$ cat src/design/etia_pkg.sv
package etia_pkg;

  localparam int ELEV_W = 16;
  localparam int ID_W = 16;
  localparam int GATE_W = 16;
  // One bit wider than an elevation, so a difference of two elevations never overflows.
  localparam int DIFF_W = ELEV_W + 1;

  localparam int MAX_CONTOURS_DEF = 64;
  localparam logic [GATE_W-1:0] GATE_RESET = GATE_W'(100);

  // Kind of an input beat, carried on the slave tuser bit.
  localparam logic REQ_CONTOUR = 1'b0;
  localparam logic REQ_FRAME_END = 1'b1;

  typedef struct packed {
    logic signed [ELEV_W-1:0] elev;
    logic [ID_W-1:0] id;
  } entry_t;

  typedef struct packed {
    logic clr;
    logic en;
  } match_ctl_t;

  typedef struct packed {
    logic found;
    logic [ID_W-1:0] id;
  } match_res_t;

endpackage

$ cat src/design/etia_table_mem.sv
module etia_table_mem
  import etia_pkg::*;
#(
  parameter int ADDR_W = 7
) (
  input  logic              clk,
  input  logic              wr_en,
  input  logic [ADDR_W-1:0] wr_addr,
  input  entry_t            wr_data,
  input  logic              rd_en,
  input  logic [ADDR_W-1:0] rd_addr,
  output entry_t            rd_data
);

  entry_t mem [2**ADDR_W];

  always_ff @(posedge clk) begin
    if (wr_en) begin
      mem[wr_addr] <= wr_data;
    end
  end

  always_ff @(posedge clk) begin
    if (rd_en) begin
      rd_data <= mem[rd_addr];
    end
  end

endmodule

$ cat src/design/etia_match_unit.sv
module etia_match_unit
  import etia_pkg::*;
(
  input  logic                     clk,
  input  logic                     rst,
  input  match_ctl_t               ctl,
  input  logic signed [ELEV_W-1:0] ref_elev,
  input  logic [GATE_W-1:0]        gate,
  input  entry_t                   entry,
  output match_res_t               res
);

  logic signed [DIFF_W-1:0] diff;
  logic [DIFF_W-1:0] abs_diff;
  logic [DIFF_W-1:0] best_diff;
  logic hit;

  // Absolute difference at one extra bit, then the gate test and the best-so-far test.
  // A strict less-than keeps the earliest entry on a tie.
  always_comb begin
    diff = {entry.elev[ELEV_W-1], entry.elev} - {ref_elev[ELEV_W-1], ref_elev};
    abs_diff = diff[DIFF_W-1] ? DIFF_W'(-diff) : DIFF_W'(diff);
    hit = (abs_diff < {1'b0, gate}) && (!res.found || (abs_diff < best_diff));
  end

  always_ff @(posedge clk) begin
    if (rst || ctl.clr) begin
      res.found <= 1'b0;
    end else if (ctl.en && hit) begin
      res.found <= 1'b1;
      best_diff <= abs_diff;
      res.id <= entry.id;
    end
  end

endmodule

$ cat src/design/elevation_track_id_assigner_top.sv
// Frame-to-frame contour tracker by elevation. Each contour beat on the slave side
// (tuser = 0, tdata = signed elevation in millimetres) is matched against the table of
// the previous frame: the entry whose absolute elevation difference is strictly below
// the gate register and is the smallest wins, the earliest one on a tie, and its id is
// returned. Without a match a fresh id is taken from a 16-bit wrapping counter. Every
// contour is appended to the current frame's table; when that table already holds
// MAX_CONTOURS entries the contour still gets its id, but it is not stored and
// store_dropped is set. An end-of-frame beat (tuser = 1) gives no result; it swaps the
// two tables by flipping a bank bit, so no copy is made. A contour is handled in steps:
// it is accepted, the previous frame's table is read with one read per entry through a
// single memory read port, the last registered read is compared in the single
// comparator, the sequencer sees that the scan is over, and the result is written. The
// block takes no new beat while it is scanning or waiting to write a result, but a
// finished result held in the output register does not block the next beat. The user
// must write the gate through cfg_wen / cfg_wdata only while the block is idle; the
// block itself does not enforce it. The gate resets to 100 mm.
module elevation_track_id_assigner_top
  import etia_pkg::*;
#(
  parameter int MAX_CONTOURS = MAX_CONTOURS_DEF
) (
  input  logic                 clk,
  input  logic                 rst,
  // Configuration: match_gate_mm.
  input  logic                 cfg_wen,
  input  logic [GATE_W-1:0]    cfg_wdata,
  // Input beats.
  input  logic                 s_axis_tvalid,
  output logic                 s_axis_tready,
  input  logic [ELEV_W-1:0]    s_axis_tdata,  // [15:0] elevation_mm
  input  logic [0:0]           s_axis_tuser,  // [0] req_type
  // Result beats.
  output logic                 m_axis_tvalid,
  input  logic                 m_axis_tready,
  output logic [ID_W-1:0]      m_axis_tdata,  // [15:0] track_id
  output logic [1:0]           m_axis_tuser   // [0] is_new_track, [1] store_dropped
);

  localparam int IDX_W = (MAX_CONTOURS > 1) ? $clog2(MAX_CONTOURS) : 1;
  localparam int CNT_W = $clog2(MAX_CONTOURS + 1);
  localparam int ADDR_W = IDX_W + 1;
  localparam logic [CNT_W-1:0] CNT_MAX = CNT_W'(MAX_CONTOURS);

  localparam logic [1:0] ST_IDLE = 2'd0;
  localparam logic [1:0] ST_SCAN = 2'd1;
  localparam logic [1:0] ST_DONE = 2'd2;

  logic [1:0] state;
  logic [GATE_W-1:0] gate;
  logic signed [ELEV_W-1:0] elev;
  // The previous frame lives in bank "bank", the current frame in the other one.
  logic bank;
  logic [CNT_W-1:0] prev_count;
  logic [CNT_W-1:0] cur_count;
  logic [ID_W-1:0] fresh_id;
  logic [CNT_W-1:0] rd_idx;
  logic rd_pend;

  logic in_acc;
  logic rd_en;
  logic out_load;
  logic cur_full;
  logic wr_en;
  match_ctl_t match_ctl;
  match_res_t match_res;
  entry_t rd_data;
  entry_t wr_data;

  assign s_axis_tready = (state == ST_IDLE);
  assign in_acc = s_axis_tvalid && s_axis_tready;

  assign rd_en = (state == ST_SCAN) && (rd_idx < prev_count);
  assign cur_full = (cur_count >= CNT_MAX);
  // The result is written once the output register is free or being emptied.
  assign out_load = (state == ST_DONE) && (!m_axis_tvalid || m_axis_tready);
  assign wr_en = out_load && !cur_full;

  assign match_ctl.clr = in_acc && (s_axis_tuser[0] == REQ_CONTOUR);
  assign match_ctl.en = rd_pend;

  assign wr_data.elev = elev;
  assign wr_data.id = match_res.found ? match_res.id : fresh_id;

  etia_table_mem #(
    .ADDR_W(ADDR_W)
  ) u_mem (
    .clk    (clk),
    .wr_en  (wr_en),
    .wr_addr({~bank, cur_count[IDX_W-1:0]}),
    .wr_data(wr_data),
    .rd_en  (rd_en),
    .rd_addr({bank, rd_idx[IDX_W-1:0]}),
    .rd_data(rd_data)
  );

  etia_match_unit u_match (
    .clk     (clk),
    .rst     (rst),
    .ctl     (match_ctl),
    .ref_elev(elev),
    .gate    (gate),
    .entry   (rd_data),
    .res     (match_res)
  );

  always_ff @(posedge clk) begin
    if (rst) begin
      gate <= GATE_RESET;
    end else if (cfg_wen) begin
      gate <= cfg_wdata;
    end
  end

  // Sequencer: accept, scan the previous table one entry a cycle, then deliver.
  always_ff @(posedge clk) begin
    if (rst) begin
      state <= ST_IDLE;
      bank <= 1'b0;
      prev_count <= '0;
      cur_count <= '0;
      fresh_id <= '0;
      rd_idx <= '0;
      rd_pend <= 1'b0;
    end else begin
      case (state)
        ST_IDLE: begin
          rd_pend <= 1'b0;
          if (in_acc) begin
            if (s_axis_tuser[0] == REQ_FRAME_END) begin
              bank <= ~bank;
              prev_count <= cur_count;
              cur_count <= '0;
            end else begin
              rd_idx <= '0;
              state <= ST_SCAN;
            end
          end
        end
        ST_SCAN: begin
          rd_pend <= rd_en;
          if (rd_en) begin
            rd_idx <= rd_idx + CNT_W'(1);
          end
          if (!rd_en && !rd_pend) begin
            state <= ST_DONE;
          end
        end
        ST_DONE: begin
          if (out_load) begin
            if (!match_res.found) begin
              fresh_id <= fresh_id + ID_W'(1);
            end
            if (!cur_full) begin
              cur_count <= cur_count + CNT_W'(1);
            end
            state <= ST_IDLE;
          end
        end
        default: begin
          state <= ST_IDLE;
        end
      endcase
    end
  end

  always_ff @(posedge clk) begin
    if (in_acc && (s_axis_tuser[0] == REQ_CONTOUR)) begin
      elev <= s_axis_tdata;
    end
  end

  always_ff @(posedge clk) begin
    if (rst) begin
      m_axis_tvalid <= 1'b0;
    end else if (out_load) begin
      m_axis_tvalid <= 1'b1;
    end else if (m_axis_tready) begin
      m_axis_tvalid <= 1'b0;
    end
  end

  always_ff @(posedge clk) begin
    if (out_load) begin
      m_axis_tdata <= wr_data.id;
      m_axis_tuser <= {cur_full, !match_res.found};
    end
  end

endmodule

$ cat config.mk
export PLATFORM = sky130hd
export DESIGN_NAME = elevation_track_id_assigner_top
export DESIGN_NICKNAME = d
export VERILOG_FILES = /design/src/design/etia_pkg.sv /design/src/design/etia_table_mem.sv /design/src/design/etia_match_unit.sv /design/src/design/elevation_track_id_assigner_top.sv
export SDC_FILE = /design/constraint.sdc
export NUM_CORES = 2
export LEC_CHECK = 0
export BUFFER_PORTS_ARGS = -buffer_cell sky130_fd_sc_hd__buf_2
export CAP_MARGIN = 20
export CORE_AREA = 2 2 576 578
export DETAILED_ROUTE_END_ITERATION = 8
export DIE_AREA = 0 0 578 580
export PLACE_DENSITY_LB_ADDON = 0.05
export SLEW_MARGIN = 5
export SYNTH_ARGS = -nofsm -noshare
export SYNTH_HDL_FRONTEND = slang
export SYNTH_SLANG_ARGS = --single-unit
$ cat constraint.sdc
create_clock -name clk -period 9 [get_ports clk]
set_clock_uncertainty 0.05 [all_clocks]
set_input_delay 0.45 -clock clk [delete_from_list [all_inputs] [get_ports clk]]
set_output_delay 0.45 -clock clk [all_outputs]
set_load 0.01 [all_outputs]
==> results.cfg <==
[synthesis]
syn_inst = 6768
synth.yosys.warnings = 0
ys.flop_type = edfxtp_1
synthArstFlopShare_pct = 0
post-synth-top-area-cell = edfxtp_1
synthTopCellsByArea = edfxtp_1 77%, mux4_2 18%, dfxtp_1 0.72%
synth-edff-count = 4195
ys_seq_elements = 4254
postSynthAreaPerCell_um2 = 24.17
ys_seq_area_share_pct = 77.72
synth_cell_types = 72
netlist_area_um2 = 163600
yosys.area.top_type_share_pct = 76.99
syn_nets = 6865

[global_route]
antenna_found_initial = 47
grt_max_degree = 135
overflow = 0
first_global_vias = 77020
grt_pass1_wl_um = 615700
grt_usage_pct = 26.58

[clock_tree]
clockBufferDepth = 4
insertion_delay_ns = 0.97
numCtsBuffers = 434
cts_tree = built
cts_resized = 0
clk_pin_slew_worst_paths_ns = 0.06
cts_root_buf = clkbuf_16
clock-sinks = 4254
cts_hold_buf = 52
cts_setup_buffers = 0
h-tree-depth = 5

[floorplan]
die_height_um = 580
initial_utilization_pct = 49.70
rows = 211
core-area_um2 = 329200
io_pins = 58
die_x_um = 578
dieArea_um2 = 335200

[route]
routed.top_layer = met5
dr_wl_met2_um = 212500
routed-via-count = 76100
drtIter0Drc = 10650
met1_length_um = 187500
ant_nets = 0
drc_errors = 0
wl_um = 444500
met3_length_um = 34270
post_drt_wl_per_cell_um = 37.19
drt_pre_antenna_iters = 5
viasPerCell = 6.367

[layout]
final_layout_size_suffix_gt1_share_pct = 31.60
fin_util_pct = 56.34
n_fill_cell = 23960
area_growth_pct = 13.36
fin_area_um2 = 185500
fin_nets = 7314

[setup_path]
critical_path_class = reg -> reg
crit_family = simple AND/OR/NAND/NOR gates
cp_slowest_cell = or4b_1
start_kind = flip-flop
cp_common_cell = ha_1
path_cells = buf_4 -> ha_1 -> inv_1 -> fa_1 -> a211oi_2 -> o21a_2 -> a211oi_1 -> or4b_1 -> or2_2 -> o41ai_1 -> xor2_1 -> ha_1 -> nor2b_1 -> a2111oi_0 -> a21oi_1 -> or3_1 -> nor2_4 -> buf_12
path_buf_inv = 3
max_stage_delay_ns = 0.60
worstPathArrival_ns = 7.05
required_ns = 9.61
end_kind = flip-flop
crit_fanout = 58

[run]
cap_violations = 0

[power]
leakagePower_nw = 60.02
peakVddDrop_mv = 0.1615
p_per_area_nw_per_um2 = 213.1
finalPower_w = 0.03953

[timing]
slew_headroom_pct = 14.40
slew_violations = 0
tightestPinTransition_ns = 1.248
tns_ns = 0
rsz0062_at_grt = false
max_freq_ghz = 0.1553
setup_viol = 0
fin_crit_ns = 6.441
hold_ws_ns = 0.1223
hold_viol_final = 0
fin_crit_sh_pct = 71.57

[placed_design]
placed_cell_area_um2 = 171200
hpwl_um = 229100
gp_congestion = 0.7849
io_buffers = 57

[worst_hold_path]
min_path_type = in -> reg

[status]
outcome = finished clean
Yosys cell counts, types with 3 or more instances:
cell and number:
o211a_1 3, clkbuf_1 196, o211ai_1 10, nor2_1 191, nand3_1 23, inv_1 72
or2_2 3, mux4_2 1311, a21o_1 10, nand2_1 78, buf_1 75, a31oi_1 3
a211oi_1 8, nand4_1 17, and3_1 6, a22oi_1 32, buf_2 73, nor4_1 3
dfxtp_1 59, mux2i_1 84, or4_4 3, ha_1 58, xnor2_1 18, edfxtp_1 4195
o21ai_0 25, nand2b_1 8, xor2_1 18, nor2b_1 10, and2_1 3, a21oi_1 47
or3_1 12, o2111ai_1 5, nor3_1 8, mux2_2 17, o21a_1 35, o31ai_1 4
layer usage:
layer | vias up | global-route usage [%]
li1 | 30130 | -
met1 | 42280 | 39.67
met2 | 3180 | 41.84
met3 | 500 | 4.190
met4 | 8 | 5.986
met5 | - | 0
tightest hold or removal path: cells and delay by family:
kind	cells	cell delay, ns
buffers and inverters	1	0.19
AND/OR/NAND/NOR	3	0.38
AO/OA/AOI/OAI	1	0.06
final cells by class:
| class | count | area [um2] | share of cell area [%] |
|---|---|---|---|
| Antenna cell | 12 | 30.03 | 0.01619 |
| Multi-Input combinational cell | 2096 | 35880 | 19.34 |
| Sequential cell | 4254 | 127200 | 68.57 |
| Clock buffer | 535 | 11520 | 6.209 |
| Timing Repair Buffer | 359 | 2993 | 1.614 |
| Inverter | 72 | 270.3 | 0.1457 |
| Clock inverter | 257 | 2148 | 1.158 |
| Tap cell | 4366 | 5463 | 2.945 |
logic make-up (layout without fill, tap and decap cells):
kind of cell | count (synthesis) | in the layout | synth area share, %
other | 0 | 12 | 0
adder cells (fa/ha/maj) | 59 | 59 | 0.4558
flip-flops | 4254 | 4254 | 77.72
multiplexers | 1412 | 1412 | 18.68
AO/OA/AOI/OAI | 211 | 211 | 0.8971
XOR/XNOR | 36 | 36 | 0.1927
buffers and inverters | 418 | 1223 | 1.019
AND/OR/NAND/NOR | 378 | 378 | 1.042
power by group:
| group | switching, W | internal, W | leakage (nW) |
|---|---|---|---|
| clock | 0.00746 | 0.00998 | 6.67 |
| combinational | 0.000348 | 0.000123 | 10.5 |
| sequential | 0.0000117 | 0.0216 | 42.8 |
| total | 0.00782 | 0.0317 | 60.0 |
registers in the layout, summed over array words and instances, names as in the netlist:
signal	cells
u_mem.mem	4096
gate	16
cur_count	7
m_axis_tdata	16
u_match.res	17
elev	16
m_axis_tuser	2
rd_pend	1
u_mem.rd_data	32
prev_count	7
rd_idx	7
m_axis_tvalid	1
state	2
u_match.best_diff	17
fresh_id	16
bank	1
placed cells by master, fill, tap and decap left out, drive strengths merged, types with 9 or more instances in the layout:
| cell | netlist | routed |
|---|---|---|
| clkinv | 0 | 199 |
| clkinvlp | 0 | 15 |
| o21ai | 27 | 27 |
| edfxtp | 4195 | 4195 |
| mux2i | 84 | 84 |
| dlygate4sd3 | 0 | 52 |
| mux4 | 1311 | 1311 |
| dfxtp | 59 | 59 |
| ha | 58 | 58 |
| a22oi | 32 | 32 |
| o21a | 36 | 36 |
| a211oi | 9 | 9 |
| bufinv | 0 | 33 |
| mux2 | 17 | 17 |
| nor2 | 191 | 191 |
| buf | 150 | 307 |
| xor2 | 18 | 18 |
| nand3 | 23 | 23 |
| xnor2 | 18 | 18 |
| inv | 72 | 82 |
| nand4 | 17 | 17 |
| or3 | 13 | 13 |
| clkbuf | 196 | 535 |
| nand2 | 78 | 78 |
| a21oi | 48 | 48 |
| o211ai | 10 | 10 |
| diode | 0 | 12 |
| nor2b | 10 | 10 |
| a21o | 11 | 11 |
worst paths after layout:
path | start | to | slack, ns | cells after the start
setup / recovery | elev[0]$_DFFE_PP_ | u_match.res[1]$_DFFE_PP_ | 2.56 | 18
hold reg to reg | u_mem.rd_data[13]$_DFFE_PP_ | u_match.res[13]$_DFFE_PP_ | 0.35 | 0
setup reg to reg | elev[0]$_DFFE_PP_ | u_match.res[1]$_DFFE_PP_ | 2.56 | 18
hold / removal | s_axis_tvalid | prev_count[3]$_SDFFE_PP0P_ | 0.12 | 5
stage by stage:
step	setup slack (ns)	instances
6_report	2.559	11950
5_1_grt	2.223	11940
4_1_cts	2.553	11930
3_5_place_dp	2.553	11090
3_3_place_gp	2.274	11090
2_1_floorplan	1.287	6768
(Power assumes the default switching activity.)
